<file path="config.mk">
export PLATFORM = sky130hd
export DESIGN_NAME = thumb16_instruction_decoder_core
export DESIGN_NICKNAME = d
export VERILOG_FILES = /design/src/sv/t16dec_pkg.sv /design/src/sv/t16dec_front.sv /design/src/sv/t16dec_queue.sv /design/src/sv/t16dec_back.sv /design/src/sv/thumb16_instruction_decoder_core.sv
export SDC_FILE = /design/constraint.sdc
export NUM_CORES = 1
export LEC_CHECK = 0
export BUFFER_PORTS_ARGS = -buffer_cell sky130_fd_sc_hd__clkbuf_2
export CAP_MARGIN = 10
export CORE_MARGIN = 2
export CORE_UTILIZATION = 60
export DETAILED_ROUTE_END_ITERATION = 8
export PLACE_DENSITY = 0.79
export SYNTH_ARGS = -nofsm -noshare
export SYNTH_HDL_FRONTEND = slang
export SYNTH_SLANG_ARGS = --single-unit
</file>
<file path="constraint.sdc">
create_clock -name clock -period 10.6 [get_ports clock]
set_input_delay 0.53 -clock clock [delete_from_list [all_inputs] [get_ports clock]]
set_output_delay 0.53 -clock clock [all_outputs]
set_load 0.03 [all_outputs]
</file>
<file path="src/sv/t16dec_pkg.sv">
// Package for the Thumb 16-bit instruction decoder.
// Holds operation codes, shared widths and the front-to-back item struct.
// No dependencies.
package t16dec_pkg;

   localparam int QueueDepth = 2;
   localparam int OutDepth = 2;

   typedef enum logic [6:0] {
      OP_UNDEF = 7'd0, OP_LSL_I = 7'd1, OP_LSR_I = 7'd2, OP_ASR_I = 7'd3,
      OP_ADD_R = 7'd4, OP_SUB_R = 7'd5, OP_ADD_I3 = 7'd6, OP_SUB_I3 = 7'd7,
      OP_MOV_I8 = 7'd8, OP_ALU_BASE = 7'd12, OP_ADD_HI = 7'd28, OP_CMP_HI = 7'd29,
      OP_MOV_HI = 7'd30, OP_CPY = 7'd31, OP_BX = 7'd32, OP_BLX_R = 7'd33,
      OP_LDR_PC = 7'd34, OP_LDST_R = 7'd35, OP_STR_I = 7'd43, OP_LDR_I = 7'd44,
      OP_STRB_I = 7'd45, OP_LDRB_I = 7'd46, OP_STRH_I = 7'd47, OP_LDRH_I = 7'd48,
      OP_STR_SP = 7'd49, OP_LDR_SP = 7'd50, OP_ADD_PC = 7'd51, OP_ADD_RSP = 7'd52,
      OP_ADD_SP = 7'd53, OP_SUB_SP = 7'd54, OP_EXT_BASE = 7'd55, OP_PUSH = 7'd59,
      OP_SETEND_LE = 7'd60, OP_SETEND_BE = 7'd61, OP_CPSIE = 7'd62, OP_CPSID = 7'd63,
      OP_REV = 7'd64, OP_REV16 = 7'd65, OP_REVSH = 7'd66, OP_POP = 7'd67,
      OP_BKPT = 7'd68, OP_STMIA = 7'd69, OP_LDMIA = 7'd70, OP_BCOND = 7'd71,
      OP_SWI = 7'd72, OP_B = 7'd73, OP_BLX_SUF = 7'd74, OP_BL_PRE = 7'd75,
      OP_BL_SUF = 7'd76
   } op_type;

   localparam logic [3:0] CondAl = 4'd14;
   localparam logic [3:0] RegSp = 4'd13;
   localparam logic [3:0] RegLr = 4'd14;
   localparam logic [3:0] RegPc = 4'd15;

   // Target kinds the back end computes
   typedef enum logic [2:0] {
      TGT_NONE, TGT_COND, TGT_UNCOND, TGT_PREFIX, TGT_BLX, TGT_BL
   } tgt_type;

   // Classified item handed from front to back
   typedef struct packed {
      logic [6:0]  operation;
      logic [3:0]  dest_reg;
      logic [3:0]  first_src_reg;
      logic [3:0]  second_src_reg;
      logic [9:0]  immediate_value;
      logic [3:0]  condition_code;
      logic [8:0]  register_list;
      tgt_type     kind;
      logic [10:0] offset;
      logic [31:0] pc;
   } item_type;

   typedef struct packed {
      logic [6:0]  operation;
      logic [3:0]  dest_reg;
      logic [3:0]  first_src_reg;
      logic [3:0]  second_src_reg;
      logic [9:0]  immediate_value;
      logic [3:0]  condition_code;
      logic [8:0]  register_list;
      logic [31:0] branch_target;
   } result_type;

endpackage

</file>
<file path="src/sv/t16dec_front.sv">
// Front end: classifies one halfword into operation and register fields.
// Tracks the BL/BLX prefix flag. Depends on t16dec_pkg.
module t16dec_front (
   input  logic                  clock,
   input  logic                  reset,
   input  logic                  take,
   input  logic [15:0]           hw,
   input  logic [31:0]           addr,
   output t16dec_pkg::item_type  item
);

   logic prefix_ff, prefix_in;

   // Decode
   always_comb begin
      logic [6:0] op;
      logic [3:0] rd, rn, rm, lo, mid, hi3, hd, hm;
      logic [9:0] imm;
      logic [3:0] cnd;
      logic [8:0] lst;
      logic [4:0] imm5;
      logic [2:0] sub;
      logic [1:0] k;
      t16dec_pkg::tgt_type kind;
      op = t16dec_pkg::OP_UNDEF;
      rd = '0; rn = '0; rm = '0; imm = '0; cnd = t16dec_pkg::CondAl; lst = '0;
      kind = t16dec_pkg::TGT_NONE;
      lo = {1'b0, hw[2:0]}; mid = {1'b0, hw[5:3]}; hi3 = {1'b0, hw[10:8]};
      hd = {hw[7], hw[2:0]}; hm = hw[6:3]; imm5 = hw[10:6];
      sub = hw[7:5]; k = hw[7:6];
      case (hw[15:12])
         4'h0: begin
            op = hw[11] ? t16dec_pkg::OP_LSR_I : t16dec_pkg::OP_LSL_I;
            rd = lo; rn = mid; imm = {5'd0, imm5};
            if (hw[11] && imm5 == 5'd0) imm = 10'd32;
         end
         4'h1: begin
            rd = lo; rn = mid;
            if (!hw[11]) begin
               op = t16dec_pkg::OP_ASR_I;
               imm = (imm5 != 5'd0) ? {5'd0, imm5} : 10'd32;
            end else if (hw[10]) begin
               op = hw[9] ? t16dec_pkg::OP_SUB_I3 : t16dec_pkg::OP_ADD_I3;
               imm = {7'd0, hw[8:6]};
            end else begin
               op = hw[9] ? t16dec_pkg::OP_SUB_R : t16dec_pkg::OP_ADD_R;
               rm = {1'b0, hw[8:6]};
            end
         end
         4'h2, 4'h3: begin
            op = t16dec_pkg::OP_MOV_I8 + {5'd0, hw[12], hw[11]};
            rd = hi3; rn = hi3; imm = {2'd0, hw[7:0]};
         end
         4'h4: begin
            if (hw[11]) begin
               op = t16dec_pkg::OP_LDR_PC; rd = hi3; rn = t16dec_pkg::RegPc;
               imm = {hw[7:0], 2'b00};
            end else if (!hw[10]) begin
               op = t16dec_pkg::OP_ALU_BASE + {3'd0, hw[9:6]};
               rd = lo; rn = lo; rm = mid;
            end else begin
               case (hw[9:8])
                  2'd0, 2'd1: begin
                     if (hw[7:6] != 2'd0) begin
                        op = hw[8] ? t16dec_pkg::OP_CMP_HI : t16dec_pkg::OP_ADD_HI;
                        rd = hd; rn = hd; rm = hm;
                     end
                  end
                  2'd2: begin
                     op = (hw[7:6] != 2'd0) ? t16dec_pkg::OP_MOV_HI : t16dec_pkg::OP_CPY;
                     rd = hd; rn = hm;
                  end
                  default: begin
                     op = hw[7] ? t16dec_pkg::OP_BLX_R : t16dec_pkg::OP_BX;
                     rn = hm;
                     if (hw[7]) rd = t16dec_pkg::RegLr;
                  end
               endcase
            end
         end
         4'h5: begin
            op = t16dec_pkg::OP_LDST_R + {4'd0, hw[11:9]};
            rd = lo; rn = mid; rm = {1'b0, hw[8:6]};
         end
         4'h6: begin
            op = hw[11] ? t16dec_pkg::OP_LDR_I : t16dec_pkg::OP_STR_I;
            rd = lo; rn = mid; imm = {3'd0, imm5, 2'b00};
         end
         4'h7: begin
            op = hw[11] ? t16dec_pkg::OP_LDRB_I : t16dec_pkg::OP_STRB_I;
            rd = lo; rn = mid; imm = {5'd0, imm5};
         end
         4'h8: begin
            op = hw[11] ? t16dec_pkg::OP_LDRH_I : t16dec_pkg::OP_STRH_I;
            rd = lo; rn = mid; imm = {4'd0, imm5, 1'b0};
         end
         4'h9: begin
            op = hw[11] ? t16dec_pkg::OP_LDR_SP : t16dec_pkg::OP_STR_SP;
            rd = hi3; rn = t16dec_pkg::RegSp; imm = {hw[7:0], 2'b00};
         end
         4'ha: begin
            op = hw[11] ? t16dec_pkg::OP_ADD_RSP : t16dec_pkg::OP_ADD_PC;
            rd = hi3; rn = hw[11] ? t16dec_pkg::RegSp : t16dec_pkg::RegPc;
            imm = {hw[7:0], 2'b00};
         end
         4'hb: begin
            case (hw[11:8])
               4'h0: begin
                  op = hw[7] ? t16dec_pkg::OP_SUB_SP : t16dec_pkg::OP_ADD_SP;
                  rd = t16dec_pkg::RegSp; rn = t16dec_pkg::RegSp;
                  imm = {1'b0, hw[6:0], 2'b00};
               end
               4'h2: begin
                  op = t16dec_pkg::OP_EXT_BASE + {5'd0, hw[7:6]}; rd = lo; rn = mid;
               end
               4'h4, 4'h5: begin
                  op = t16dec_pkg::OP_PUSH; rd = t16dec_pkg::RegSp;
                  rn = t16dec_pkg::RegSp; lst = hw[8:0];
               end
               4'h6: begin
                  if (sub == 3'd2) begin
                     op = hw[3] ? t16dec_pkg::OP_SETEND_BE : t16dec_pkg::OP_SETEND_LE;
                  end else if (sub == 3'd3) begin
                     op = hw[4] ? t16dec_pkg::OP_CPSID : t16dec_pkg::OP_CPSIE;
                     imm = {7'd0, hw[2:0]};
                  end
               end
               4'ha: begin
                  if (k != 2'd2) begin
                     op = (k == 2'd3) ? t16dec_pkg::OP_REVSH
                                      : t16dec_pkg::OP_REV + {5'd0, k};
                     rd = lo; rn = mid;
                  end
               end
               4'hc, 4'hd: begin
                  op = t16dec_pkg::OP_POP; rd = t16dec_pkg::RegSp;
                  rn = t16dec_pkg::RegSp; lst = hw[8:0];
               end
               4'he: begin
                  op = t16dec_pkg::OP_BKPT; imm = {2'd0, hw[7:0]};
               end
               default: ;
            endcase
         end
         4'hc: begin
            op = hw[11] ? t16dec_pkg::OP_LDMIA : t16dec_pkg::OP_STMIA;
            rd = hi3; rn = hi3; lst = {1'b0, hw[7:0]};
         end
         4'hd: begin
            if (hw[11:8] < 4'd14) begin
               op = t16dec_pkg::OP_BCOND; cnd = hw[11:8]; kind = t16dec_pkg::TGT_COND;
            end else if (hw[11:8] == 4'd15) begin
               op = t16dec_pkg::OP_SWI; imm = {2'd0, hw[7:0]};
            end
         end
         4'he: begin
            if (!hw[11]) begin
               op = t16dec_pkg::OP_B; kind = t16dec_pkg::TGT_UNCOND;
            end else if (prefix_ff && !hw[0]) begin
               op = t16dec_pkg::OP_BLX_SUF; rd = t16dec_pkg::RegLr;
               kind = t16dec_pkg::TGT_BLX;
            end
         end
         default: begin
            if (!hw[11]) begin
               op = t16dec_pkg::OP_BL_PRE; rd = t16dec_pkg::RegLr;
               kind = t16dec_pkg::TGT_PREFIX;
            end else if (prefix_ff) begin
               op = t16dec_pkg::OP_BL_SUF; rd = t16dec_pkg::RegLr;
               kind = t16dec_pkg::TGT_BL;
            end
         end
      endcase
      if (op == t16dec_pkg::OP_UNDEF) begin
         rd = '0; rn = '0; rm = '0; imm = '0; cnd = '0; lst = '0;
      end
      item.operation       = op;
      item.dest_reg        = rd;
      item.first_src_reg   = rn;
      item.second_src_reg  = rm;
      item.immediate_value = imm;
      item.condition_code  = cnd;
      item.register_list   = lst;
      item.kind            = kind;
      item.offset          = hw[10:0];
      item.pc              = addr + 32'd4;
   end

   // Prefix flag: set by an accepted prefix, cleared by any other accepted halfword
   assign prefix_in = take ? (hw[15:11] == 5'b11110) : prefix_ff;

   always_ff @(posedge clock) begin
      if (reset) begin
         prefix_ff <= 1'b0;
      end else begin
         prefix_ff <= prefix_in;
      end
   end

endmodule

</file>
<file path="src/sv/t16dec_queue.sv">
// Small synchronous FIFO used between stages and at the output.
// Depends on nothing but its parameters.
module t16dec_queue #(
   parameter int Width = 8,
   parameter int Depth = 2
) (
   input  logic             clock,
   input  logic             reset,
   input  logic             push,
   input  logic [Width-1:0] push_data,
   output logic             full,
   input  logic             pop,
   output logic [Width-1:0] pop_data,
   output logic             empty
);

   localparam int AddrW = (Depth > 1) ? $clog2(Depth) : 1;
   localparam int CntW = $clog2(Depth + 1);

   logic [Width-1:0] mem_ff [Depth];
   logic [AddrW-1:0] wr_ff, wr_in, rd_ff, rd_in;
   logic [CntW-1:0]  cnt_ff, cnt_in;
   logic             do_push, do_pop;

   assign full = (cnt_ff == CntW'(Depth));
   assign empty = (cnt_ff == '0);
   assign do_push = push && !full;
   assign do_pop = pop && !empty;
   assign pop_data = mem_ff[rd_ff];

   // Pointer and count update
   always_comb begin
      wr_in = wr_ff;
      rd_in = rd_ff;
      cnt_in = cnt_ff;
      if (do_push) begin
         wr_in = (wr_ff == AddrW'(Depth - 1)) ? '0 : wr_ff + 1'b1;
      end
      if (do_pop) begin
         rd_in = (rd_ff == AddrW'(Depth - 1)) ? '0 : rd_ff + 1'b1;
      end
      if (do_push && !do_pop) cnt_in = cnt_ff + 1'b1;
      else if (do_pop && !do_push) cnt_in = cnt_ff - 1'b1;
   end

   always_ff @(posedge clock) begin
      if (reset) begin
         wr_ff <= '0;
         rd_ff <= '0;
         cnt_ff <= '0;
      end else begin
         wr_ff <= wr_in;
         rd_ff <= rd_in;
         cnt_ff <= cnt_in;
      end
   end

   always_ff @(posedge clock) begin
      if (do_push) mem_ff[wr_ff] <= push_data;
   end

   cnt_bound_a: assert property (@(posedge clock) disable iff (reset)
      cnt_ff <= CntW'(Depth)) else $error("queue count overflow");
   no_pop_empty_a: assert property (@(posedge clock) disable iff (reset)
      empty |=> !(cnt_ff == CntW'(Depth) && Depth > 1)) else $error("queue jump");
   push_grow_a: assert property (@(posedge clock) disable iff (reset)
      (do_push && !do_pop) |=> !empty) else $error("push lost");

endmodule

</file>
<file path="src/sv/t16dec_back.sv">
// Back end: computes branch targets and holds the BL/BLX link base.
// Depends on t16dec_pkg.
module t16dec_back (
   input  logic                    clock,
   input  logic                    reset,
   input  logic                    take,
   input  t16dec_pkg::item_type    item,
   output t16dec_pkg::result_type  res
);

   logic [31:0] base_ff, base_in;
   logic [31:0] tgt;
   logic [31:0] prefix_base;

   // Prefix base: pc plus the sign-extended offset shifted up by twelve
   assign prefix_base = item.pc + {{9{item.offset[10]}}, item.offset, 12'd0};

   // Target selection
   always_comb begin
      case (item.kind)
         t16dec_pkg::TGT_COND:
            tgt = item.pc + {{23{item.offset[7]}}, item.offset[7:0], 1'b0};
         t16dec_pkg::TGT_UNCOND:
            tgt = item.pc + {{20{item.offset[10]}}, item.offset, 1'b0};
         t16dec_pkg::TGT_PREFIX: tgt = prefix_base;
         t16dec_pkg::TGT_BLX:
            tgt = (base_ff + {20'd0, item.offset, 1'b0}) & ~32'd3;
         t16dec_pkg::TGT_BL: tgt = base_ff + {20'd0, item.offset, 1'b0};
         default: tgt = '0;
      endcase
   end

   assign base_in = (take && item.kind == t16dec_pkg::TGT_PREFIX) ? prefix_base : base_ff;

   always_ff @(posedge clock) begin
      if (reset) begin
         base_ff <= '0;
      end else begin
         base_ff <= base_in;
      end
   end

   assign res.operation       = item.operation;
   assign res.dest_reg        = item.dest_reg;
   assign res.first_src_reg   = item.first_src_reg;
   assign res.second_src_reg  = item.second_src_reg;
   assign res.immediate_value = item.immediate_value;
   assign res.condition_code  = item.condition_code;
   assign res.register_list   = item.register_list;
   assign res.branch_target   = tgt;

endmodule

</file>
<file path="src/sv/thumb16_instruction_decoder_core.sv">
// Thumb 16-bit decoder: front classifier, two-entry item queue, back end
// for targets and link base, two-entry result queue.
// Flow: an accepted item enters the item queue, then passes the back end
// into the result queue; one item per cycle while the result queue has room.
// Reset (synchronous, active high) empties both queues and clears the prefix
// flag and link base.
module thumb16_instruction_decoder_core #(
   parameter int QDepth = t16dec_pkg::QueueDepth,
   parameter int ODepth = t16dec_pkg::OutDepth
) (
   input  logic        clock,
   input  logic        reset,
   input  logic        push,
   output logic        full,
   input  logic [15:0] req_instruction_halfword,
   input  logic [31:0] req_instruction_address,
   output logic        empty,
   input  logic        pop,
   output logic [6:0]  rsp_operation,
   output logic [3:0]  rsp_dest_reg,
   output logic [3:0]  rsp_first_src_reg,
   output logic [3:0]  rsp_second_src_reg,
   output logic [9:0]  rsp_immediate_value,
   output logic [3:0]  rsp_condition_code,
   output logic [8:0]  rsp_register_list,
   output logic [31:0] rsp_branch_target,
   output logic        rsp_is_undefined
);

   t16dec_pkg::item_type   f_item, b_item;
   t16dec_pkg::result_type b_res, o_res;
   logic take, q_empty, o_full, mv;

   assign take = push && !full;
   assign mv = !q_empty && !o_full;

   t16dec_front u_front (
      .clock(clock), .reset(reset), .take(take),
      .hw(req_instruction_halfword), .addr(req_instruction_address), .item(f_item));

   t16dec_queue #(.Width($bits(t16dec_pkg::item_type)), .Depth(QDepth)) u_iq (
      .clock(clock), .reset(reset), .push(push), .push_data(f_item), .full(full),
      .pop(mv), .pop_data(b_item), .empty(q_empty));

   t16dec_back u_back (
      .clock(clock), .reset(reset), .take(mv), .item(b_item), .res(b_res));

   t16dec_queue #(.Width($bits(t16dec_pkg::result_type)), .Depth(ODepth)) u_oq (
      .clock(clock), .reset(reset), .push(mv), .push_data(b_res), .full(o_full),
      .pop(pop), .pop_data(o_res), .empty(empty));

   assign rsp_operation       = o_res.operation;
   assign rsp_dest_reg        = o_res.dest_reg;
   assign rsp_first_src_reg   = o_res.first_src_reg;
   assign rsp_second_src_reg  = o_res.second_src_reg;
   assign rsp_immediate_value = o_res.immediate_value;
   assign rsp_condition_code  = o_res.condition_code;
   assign rsp_register_list   = o_res.register_list;
   assign rsp_branch_target   = o_res.branch_target;
   assign rsp_is_undefined    = (o_res.operation == t16dec_pkg::OP_UNDEF);

   undef_clean_a: assert property (@(posedge clock) disable iff (reset)
      (!empty && rsp_is_undefined) |-> (rsp_branch_target == '0 && rsp_dest_reg == '0))
      else $error("undefined result carries fields");
   cond_only_bcond_a: assert property (@(posedge clock) disable iff (reset)
      (!empty && rsp_condition_code != t16dec_pkg::CondAl && !rsp_is_undefined)
      |-> rsp_operation == t16dec_pkg::OP_BCOND) else $error("stray condition");
   move_a: assert property (@(posedge clock) disable iff (reset)
      mv |=> !empty) else $error("result lost");

endmodule
</file>
==> metrics <==
largest net degree at the start of global routing 75; Synth Net Count 1,786; CP max FO 52; fmax 193 MHz; fin cells 2,228; placed cells 2,156; Max VDD drop 167 uV; Row Count 66; port bufs 128; Pleak 7.97 nW; DR vias 14,139; FFs w/ async S/R, synth 0%; Via density 6.35; layout cell share with drive strength beyond 1 20.9%; vias in the first global route 13,617; Detailed Routing Iterations Pass 1 6; Yosys cell types 75; Diodes inserted 0; Worst Clk Skew 0.0188 ns; initial antenna violation count 0; first-pass GRT wire length 75.5 mm; synth top area cells edfxtp_1, mux2_2, ha_1; Chip Height 184 um; Routability Congestion 0.980; Die Wd 184 um; initial drt markers 1,823; post-synthesis sequential area ratio 54.3%; utilization after layout 67.6%; Critical Path RT 10.88 ns; Filler cells 2,380; core footprint 0.0323 mm2; # nets final 1,889; fin crit share 48.8%; Setup Viol. Count Final 0; Worst Path Arrival 5.45 ns; CTS tree built; Tot GR Track Use 28.9%; PD cells 298 mW/mm2; DR DRC count 0; most common cell in the netlist edfxtp_1; top cells by count, synth edfxtp_1, mux2_2, nand2_1; CTS H-Tree Depth 2; cts hold-fix bufs 0; fin crit period 5.17 ns; Mapped Cells 1,652; initial core utilization 60.4%; clk_lat worst skew 0.54 ns; total power 6.51 mW; post-synth top area cell edfxtp_1; antenna violation net count after detailed routing 0; clk sink count 367; Max Root-Sink Buffers 3; Finished Cell Area 0.0218 mm2; gr ovfl total 0; EDFF count, synth 324; final hold slack 0.200 ns; Layout area overhead 11.9%; dpl cell area 0.0205 mm2; max-slew violation count 0; Post-CTS Setup Repair Bufs 0; total negative slack 0 ns; Max transition margin 18.7%; #FFs+latches synth 367; Max Cap Violations 0; min-delay worst type in2reg; DP HPWL 34.0 mm; Synth Warn # 0; status complete, no violations; final worst slack 5.43 ns; RSZ-0062 raised after global routing no; clock slew seen by the registers of the worst setup and hold paths 0.06 ns; drt total wl 49.1 mm; Worst-Margin Slew 1.22 ns; critical path type reg2reg; hold violation count in the final report 0; pre-CTS worst setup slack 5.52 ns; CTS buffer count 39; Synth top area share 49.9%; Avg WL per Cell 22.0 um; I/O pin count 129; Mean Syn Cell Area 11.8 um2; startpoint type of the worst setup path register; Crit. End Element register; die area 0.0340 mm2; Root Driver clkbuf_16; Resized Gates After CTS 0; top_reg_cell synth edfxtp_1; Mapped Area 0.0195 mm2
-- path summary, 6_finish.rpt --
check,startpoint,end,slack (ns),cells after the start
setup / recovery,register,u_oq.mem_ff[0][24],5.43,15
hold / removal,req_instruction_address[0],u_iq.mem_ff[0][0],0.20,1
setup reg to reg,register,u_oq.mem_ff[0][24],5.43,15
hold reg to reg,u_back.base_ff[15],u_back.base_ff[15],0.49,2
-- registers in the layout (all words and copies together) (netlist names), named ones only --
name               flops
u_back.base_ff        32
u_oq.wr_ff             1
u_oq.mem_ff          148
u_front.prefix_ff      1
u_iq.rd_ff             1
u_iq.mem_ff          176
u_oq.cnt_ff            2
u_oq.rd_ff             1
u_iq.cnt_ff            2
u_iq.wr_ff             1
-- logic make-up after synthesis --
group                      share of synthesized area [%]
xor gates and xnor gates                            4.67
AOI/OAI and AO/OA                                   12.8
DFF                                                 54.3
and+or+nand+nor                                     10.9
adders and majority gates                           5.37
muxes                                               9.60
buffers and inverters                               2.35
-- routing by layer --
| layer | routed length [um] | up-vias | GRT usage, % |
|---|---|---|---|
| li1 | - | 6466 | - |
| met2 | 22400 | 729 | 45.6 |
| met3 | 4460 | 108 | 4.72 |
| met1 | 21000 | 6836 | 41.9 |
| met4 | 1160 | 0 | 7.58 |
| met5 | 0 | - | 0 |
-- placed cells by master, fill, tap and decap left out, types with 28 or more instances in the layout --
cell	netlist	final
a21o_1	28	28
a21oi_1	99	99
and3_1	28	28
clkbuf_16	0	41
clkbuf_2	0	128
dfxtp_1	43	41
edfxtp_1	324	324
ha_1	79	79
inv_1	41	41
mux2_2	150	150
nand2_1	124	124
nand3_1	36	36
nor2_1	110	105
nor3_1	37	37
o21ai_0	66	66
xnor2_1	58	58
xor2_1	46	46
-- final cells by class --
| cell class | instances | area [um2] | area share [%] |
|---|---|---|---|
| clock buffers | 52 | 1110 | 5.07 |
| clock inverters | 20 | 204 | 0.934 |
| inverters | 42 | 158 | 0.722 |
| multi-input cells | 1168 | 8500 | 38.9 |
| flip-flops and latches | 367 | 10600 | 48.5 |
| well taps | 442 | 553 | 2.53 |
| repair buffers | 137 | 708 | 3.24 |
-- critical path: stages, from the launching register on --
cell,delay (ns)
dfxtp_4,0.71
buf_4,0.68
nand2_1,0.17
o22ai_1,0.42
a21oi_1,0.18
a31oi_2,0.17
buf_4,0.31
ha_1,0.35
a21o_1,0.24
a21oi_1,0.20
o21ai_0,0.11
o21bai_1,0.24
a21oi_1,0.36
o21ai_0,0.18
and3_1,0.19
o31ai_1,0.36
-- power by group --
group          internal (mW)  switching, mW
combinational           1.04           1.87
clock                  0.815          0.559
sequential              2.07          0.155
Power figures use the tool's default switching activity.
